### config.mk
export PLATFORM = sky130hd
export DESIGN_NAME = pcm_dist
export DESIGN_NICKNAME = d
export VERILOG_FILES = /design/src/hw/rtl/pcm_pkg.sv /design/src/hw/rtl/pcm_dist.sv
export SDC_FILE = /design/constraint.sdc
export NUM_CORES = 2
export LEC_CHECK = 0
export BUFFER_PORTS_ARGS = -buffer_cell sky130_fd_sc_hd__buf_2
export CAP_MARGIN = 20
export CORE_UTILIZATION = 43
export CTS_CLUSTER_DIAMETER = 60
export DETAILED_ROUTE_END_ITERATION = 7
export GPL_ROUTABILITY_DRIVEN = 0
export SLEW_MARGIN = 15
export SYNTH_ARGS = -nofsm -noshare
export SYNTH_HDL_FRONTEND = slang
export SYNTH_SLANG_ARGS = --single-unit
### constraint.sdc
create_clock -name i_clk -period 14.6 [get_ports i_clk]
set_input_delay 2.19 -clock i_clk [delete_from_list [all_inputs] [get_ports i_clk]]
set_output_delay 2.19 -clock i_clk [all_outputs]
set_load 0.01 [all_outputs]
### src/hw/rtl/pcm_pkg.sv
// ----------------------------------------------------------------------------
// pcm_pkg
// Shared types and constants of the palette nearest-colour mapper: word
// layouts, command and register codes, distance weights and widths.
// ----------------------------------------------------------------------------
`default_nettype none

package pcm_pkg;

    // Palette size and derived widths
    localparam int PALETTE_ENTRIES = 256;
    localparam int ENTRY_W         = $clog2(PALETTE_ENTRIES);
    localparam int COLOR_W         = 8;
    localparam int RGB_W           = 3 * COLOR_W;

    // Fixed-point channel weights (over 256): 0.30, 0.59, 0.11
    localparam logic [COLOR_W-1:0] WEIGHT_RED   = 8'd77;
    localparam logic [COLOR_W-1:0] WEIGHT_GREEN = 8'd151;
    localparam logic [COLOR_W-1:0] WEIGHT_BLUE  = 8'd28;

    // Distance widths: scaled difference, its square, and the three-term sum
    localparam int SCALED_W = 2 * COLOR_W;
    localparam int SQ_W     = 2 * SCALED_W;
    localparam int DIST_W   = 31;

    localparam logic [7:0] TRANSPARENT_INDEX = 8'd255;
    localparam logic [7:0] ALPHA_THR_RESET   = 8'd8;

    // Command codes
    localparam logic CMD_WRITE = 1'b0;
    localparam logic CMD_MAP   = 1'b1;

    // Register file: byte address 4*i, index taken from paddr[2]
    localparam int   ADDR_W              = 3;
    localparam logic REG_ALPHA_THRESHOLD = 1'b0;

    // Input word
    typedef struct packed {
        logic       command;
        logic [7:0] entry_index;
        logic [7:0] red;
        logic [7:0] green;
        logic [7:0] blue;
        logic [7:0] alpha;
    } t_in_word;

    // Result word
    typedef struct packed {
        logic [7:0] color_index;
        logic       transparent;
    } t_out_word;

    // Sideband travelling with each palette entry through the distance pipe
    typedef struct packed {
        logic               valid;
        logic               last;
        logic [ENTRY_W-1:0] idx;
    } t_tag;

    typedef enum logic [1:0] {
        ST_IDLE,
        ST_SCAN,
        ST_DRAIN,
        ST_DONE
    } t_state;

endpackage

`default_nettype wire

### src/hw/rtl/pcm_dist.sv
// ----------------------------------------------------------------------------
// pcm_dist
// Three-stage weighted squared distance pipe: scale the absolute channel
// differences, square them, then sum. Each entry carries its tag along.
// ----------------------------------------------------------------------------
`default_nettype none

module pcm_dist (
    input  wire logic                          i_clk,
    input  wire logic                          i_rst_n,
    input  wire pcm_pkg::t_tag                 i_tag,
    input  wire logic [pcm_pkg::RGB_W-1:0]     i_entry,
    input  wire logic [pcm_pkg::COLOR_W-1:0]   i_red,
    input  wire logic [pcm_pkg::COLOR_W-1:0]   i_green,
    input  wire logic [pcm_pkg::COLOR_W-1:0]   i_blue,
    output pcm_pkg::t_tag                      o_tag,
    output logic [pcm_pkg::DIST_W-1:0]         o_dist
);

    logic [pcm_pkg::COLOR_W-1:0]  pr, pg, pb;
    logic [pcm_pkg::COLOR_W-1:0]  dr, dg, db;
    pcm_pkg::t_tag                r_tag2, r_tag3, r_tag4;
    logic [pcm_pkg::SCALED_W-1:0] r_sc_r, r_sc_g, r_sc_b;
    logic [pcm_pkg::SQ_W-1:0]     r_sq_r, r_sq_g, r_sq_b;
    logic [pcm_pkg::DIST_W-1:0]   r_dist;

    // Absolute differences against the held pixel
    assign pr = i_entry[3*pcm_pkg::COLOR_W-1:2*pcm_pkg::COLOR_W];
    assign pg = i_entry[2*pcm_pkg::COLOR_W-1:pcm_pkg::COLOR_W];
    assign pb = i_entry[pcm_pkg::COLOR_W-1:0];
    assign dr = (pr > i_red)   ? (pr - i_red)   : (i_red - pr);
    assign dg = (pg > i_green) ? (pg - i_green) : (i_green - pg);
    assign db = (pb > i_blue)  ? (pb - i_blue)  : (i_blue - pb);

    // Tag shift line
    always_ff @(posedge i_clk) begin
        if (!i_rst_n) begin
            r_tag2 <= '0;
            r_tag3 <= '0;
            r_tag4 <= '0;
        end else begin
            r_tag2 <= i_tag;
            r_tag3 <= r_tag2;
            r_tag4 <= r_tag3;
        end
    end

    // Datapath stages: scale, square, sum
    always_ff @(posedge i_clk) begin
        r_sc_r <= pcm_pkg::SCALED_W'(dr * pcm_pkg::WEIGHT_RED);
        r_sc_g <= pcm_pkg::SCALED_W'(dg * pcm_pkg::WEIGHT_GREEN);
        r_sc_b <= pcm_pkg::SCALED_W'(db * pcm_pkg::WEIGHT_BLUE);

        r_sq_r <= pcm_pkg::SQ_W'(r_sc_r * r_sc_r);
        r_sq_g <= pcm_pkg::SQ_W'(r_sc_g * r_sc_g);
        r_sq_b <= pcm_pkg::SQ_W'(r_sc_b * r_sc_b);

        // sum stays below 2^31 for 8-bit channels
        r_dist <= pcm_pkg::DIST_W'(r_sq_r + r_sq_g + r_sq_b);
    end

    assign o_tag  = r_tag4;
    assign o_dist = r_dist;

endmodule

`default_nettype wire

### Yosys cells after proc, flatten, opt, wreduce, memory -nomap -nowiden

Cells that the tools add are included.

| word-level totals | value |
|---|---|
| flip-flop bits (word level) | 190 |
| bits of input ports | 60 |
| output and inout port bits | 41 |
| logic and storage cells | 36 |

| operators by class | value |
|---|---|
| add/sub/neg operators | 8 |
| multipliers | 6 |
| $lt $le $gt $ge | 3 |
| multiplexer cells | 3 |

Operators by type and width:

| operator | number |
|---|---|
| subtractor 8 bit | 6 |
| adder 30 x 31 -> 31 bit | 1 |
| adder 31 x 26 -> 31 bit | 1 |
| multiplier 16 x 16 -> 31 bit | 1 |
| multiplier 15 x 15 -> 30 bit | 1 |
| greater-than comparator 8 bit | 3 |
| two-way mux 8 bit | 3 |
| multiplier 11 x 11 -> 22 bit | 1 |
| multiplier 8 x 8 -> 16 bit, second input constant | 1 |
| multiplier 8 x 7 -> 15 bit, second input constant | 1 |
| multiplier 8 x 3 -> 11 bit, second input constant | 1 |

### Longest topological paths before layout

| depth | value |
|---|---|
| depth after elaboration | 3 |
| depth in mapped cells | 27 |
| mapped depth without buffers | 27 |

### Worst setup path before layout

OpenSTA, ideal clock, no wires.

| timing | value |
|---|---|
| path type | input port to flip-flop |
| start | in i_entry[8] (netlist name) |
| end | reg r_sc_g[13] (netlist name) |
| library setup time | 0.106 ns |
| arrival | 7.244 ns |
| data required time | 14.494 ns |
| setup slack | 7.250 ns |
| cell stages on the path | 25 |
| buffers on the path | 0 |
| cells stage by stage | inv_1 ha_1 inv_1 fa_1 a21o_1 a21oi_1 o21bai_1 a21oi_1 o21ai_2 o31ai_1 xnor2_1 fa_1 ha_1 inv_1 fa_1 inv_1 ha_1 nor2b_1 o21ai_0 a21boi_0 o21ai_0 a21oi_1 o21ai_0 or4b_1 o311ai_0 |

| between the ends | value |
|---|---|
| longest elaborated chain between the ends | 3 |
| elaborated cells between the ends (all ways) | 5 |
| those cells by class | add/sub (2); mul (1); order compare (1); mux (1) |

Ends and longest elaborated chain:

| what | line | RTL |
|---|---|---|
| start: declaration | pcm_dist.sv:12 | `input wire logic [pcm_pkg::RGB_W-1:0] i_entry,` |
| subtractor 8 bit / greater-than comparator 8 bit (equally long branches) | pcm_dist.sv:32 | `assign dg = (pg > i_green) ? (pg - i_green) : (i_green - pg);` |
| two-way mux 8 bit * | pcm_dist.sv:32 |  |
| multiplier 8 x 8 -> 16 bit * | pcm_dist.sv:51 | `r_sc_g <= pcm_pkg::SCALED_W'(dg * pcm_pkg::WEIGHT_GREEN);` |
| end signal: assignment | pcm_dist.sv:51 |  |
| end: declaration | pcm_dist.sv:23 | `logic [pcm_pkg::SCALED_W-1:0] r_sc_r, r_sc_g, r_sc_b;` |

Mark *: on every way between the ends. The rest lies on a longest branch, timed or not.
A chain may end at the register's enable or synchronous reset.

### Worst setup path after layout

Ends and elaborated chain as after synthesis.

==> results.txt <==
Filler cell count - 5935
Worst-path clk slew - 80 ps
Slack of the critical path - 6950 ps
Place WS - 6470 ps
Cells after Synth - 2919
Slew Viols, Final - 0
Synthesized area - 27070 um2
Reg-to-reg slack, setup - 7850 ps
Crit-path slowest cell - fa_1
Die W - 252.9 um
Worst slew margin - 42.66%
Startpoint Class - primary input
First-pass GRT wire length - 96410 um
Hold Path Cell Cnt - 1
Post-Layout Cell Count - 3819
Outcome - complete, no violations
Sum Neg Setup Slack - 0 ps
Hold endpoint - r_tag3[4]$_SDFF_PN0_
Initial Utilization - 43.71%
Worst reg2reg startpoint - r_sc_r[3]$_DFF_P_
Post-CTS sizing - 0
Primary FF master, synth - dfxtp_1
Post-Syn Area per Cell - 9.274 um2
CP Class - primary input to flop
CTS root buf - clkbuf_16
Largest net degree at the start of global routing - 31
DRT iter0 DRCs - 871
# setup viols final - 0
Via count - 19085
CTS tree - yes
Crit-path max cell delay - 530 ps
Crit end category - flop
Dpl cells - 3787
Yosys cell types - 63
Register area share after synthesis - 13.53%
Total routed wirelength - 56010 um
Fin crit share - 52.39%
GRT Resource Usage Total - 18.83%
Num rows - 91
Critical Path RT - 14980 ps
Total gr overflow - 0
Area Growth Syn to Fin - 7.011%
Post-DP HPWL - 47060 um
Register area - 3664 um2
DR vias/cell - 4.997
Worst Setup SP - i_entry[8]
Worst Path Max Fanout - 9
Smallest hold slack - 428.3 ps
Ports - 101
Minimum clock period - 7650 ps
Share of cells above drive strength 1 - 5.466%
Post-synthesis register bit count - 183
TritonCTS Buffers - 17
Post-CTS Setup Repair Bufs - 0
Fmax - 130.7 MHz
Port bufs - 100
Area taken by multi-input logic gates - 20520 um2
R2R cell count - 21
Remaining DRCs - 0
Critical Path AT - 8030 ps
Cts hold-fix bufs - 0
Max H-tree Level - 4
Unrepaired setup endpoints after global routing - no
Routed len/inst - 14.67 um
Worst-skew pair later-pin latency - 490 ps
Worst slew pin tran - 859.0 ps
FFs w/ async S/R, synth - 0%
TritonCTS Sinks - 183
Core area - 61940 um2
Hold wc startpoint - r_tag2[4]$_SDFF_PN0_
Nets - 3855
CTS max path bufs - 2
Final hold violation count - 0
WP buf/inv - 5
Diodes inserted - 0
Ys Warns - 0
Vias in the first global route - 20461
Final antenna-violating net count - 0
Initial antenna violation count - 1
Total of max-cap violations - 0
Clock skew - 15.32 ps
Chip height - 252.9 um
Worst Hold Class - flop to flop
Delay-heaviest family, CP - adder cells
Die area - 63960 um2
Number of synthesized flops with an enable pin - 0
Drt first pass iters - 5
Worst r2r dst - r_sq_r[27]$_DFF_P_
[synth_stat cells, drive strengths merged (4+ instances only)]
library cell | instances | area, um2
nand3 | 28 | 140.1
o21a | 6 | 45.04
ha | 406 | 5080
a31o | 5 | 43.79
clkbuf | 66 | 249.0
mux2i | 12 | 120.1
o21ai | 68 | 359.1
nand4 | 12 | 75.07
mux2 | 7 | 78.83
o221ai | 4 | 35.03
fa | 420 | 8408
inv | 696 | 2613
and4 | 6 | 52.55
nand2 | 208 | 780.8
a21o | 107 | 804.5
a221oi | 7 | 67.56
o211ai | 4 | 30.03
nor2 | 84 | 315.3
and3 | 10 | 62.56
a311oi | 6 | 58.80
a211o | 5 | 43.79
nor3 | 17 | 85.08
a221o | 4 | 40.04
nand2b | 7 | 43.79
o31ai | 4 | 30.03
and2 | 137 | 857.1
nor2b | 18 | 112.6
dfxtp | 183 | 3664
o311ai | 4 | 35.03
a21boi | 8 | 60.06
a31oi | 11 | 68.82
a211oi | 13 | 107.6
o21bai | 25 | 187.7
or2 | 6 | 37.54
buf | 5 | 30.02
a21oi | 126 | 634.4
or3 | 7 | 43.79
xor2 | 54 | 473.0
xnor2 | 104 | 910.9
[routing by layer]
layer / wire [um] / track usage, % / vias to the layer above
li1: - / - / 9222
met1: 25030 / 24.25 / 9511
met2: 27710 / 32.37 / 281
met3: 2075 / 2.950 / 69
met4: 1186 / 5.680 / 2
met5: 8 / 0 / -
[flip-flops by register name (all words and copies together) (netlist names)]
register	count
r_sq_g	30
r_sq_b	21
r_tag2	10
o_tag	10
o_dist	31
r_tag3	10
r_sc_r	15
r_sc_g	16
r_sc_b	11
r_sq_r	29
[worst register-to-register path: stages, from the launching register on]
cell,delay (ps)
dfxtp_1,790
inv_1,270
nor2_1,370
fa_1,240
inv_1,50
fa_1,470
inv_1,60
fa_1,500
inv_1,60
fa_1,540
inv_1,50
fa_1,480
inv_1,50
fa_1,480
inv_1,50
ha_1,370
nand4_1,210
nor4_4,410
o41ai_4,130
or3_1,420
a211o_1,290
xnor2_1,340
[cells in the final DEF (no fill, tap or decap), drive strengths merged, types with 6 or more instances in the layout]
cell type and instances:
nor2b 18, fa 420, mux2i 12, nand2b 7, and4 6, dfxtp 183, a21o 107, a21boi 8
or3 7, xor2 54, a311oi 6, a221oi 7, buf 100, nand4 12, clkbuf 18, and3 10
o21bai 25, a21oi 126, nand2 208, nand3 28, a31oi 11, o21a 6, inv 703, mux2 7
xnor2 104, nor3 17, ha 406, o21ai 68, or2 6, and2 137, a211oi 13, nor2 84
[final cells by class]
class	instances	share of cell area, %
clock buffer	18	1.516
clock inverter	14	0.6306
inverter	696	9.018
multi-input combinational	1971	70.85
sequential	183	12.65
tap	837	3.615
timing repair buffer	100	1.728
[worst max path at each step]
stage / to / slack [ps] / cells past startpoint
2_1_floorplan: r_sc_g[13]$_DFF_P_ / 7250 / 25
3_3_place_gp: r_sc_g[13]$_DFF_P_ / 6610 / 27
3_5_place_dp: r_sc_g[13]$_DFF_P_ / 6470 / 27
4_1_cts: r_sc_g[13]$_DFF_P_ / 6960 / 27
5_1_grt: r_sc_g[13]$_DFF_P_ / 6460 / 26
6_report: r_sc_g[13]$_DFF_P_ / 6950 / 27
[metrics by stage]
step,utilization [%],instance area [um2]
6_report,46.77,28970
5_1_grt,46.77,28970
4_1_cts,46.77,28970
3_5_place_dp,45.77,28350
3_3_place_gp,45.77,28350
2_1_floorplan,-,27080
[cells by family (layout without fill, tap and decap cells)]
| logic type | after synthesis | count (layout) | share of synthesized area (%) |
|---|---|---|---|
| simple gates | 548 | 548 | 9.900 |
| buf+inv | 767 | 828 | 10.68 |
| compound gates | 417 | 417 | 10.20 |
| fa+ha+maj | 826 | 826 | 49.82 |
| mux | 19 | 19 | 0.7349 |
| flops | 183 | 183 | 13.53 |
| other cells | 1 | 3 | 0.01385 |
| xor+xnor | 158 | 158 | 5.112 |
Power is not shown: default switching activity piles up to over one toggle a cycle in this logic, so the estimate is an artifact.
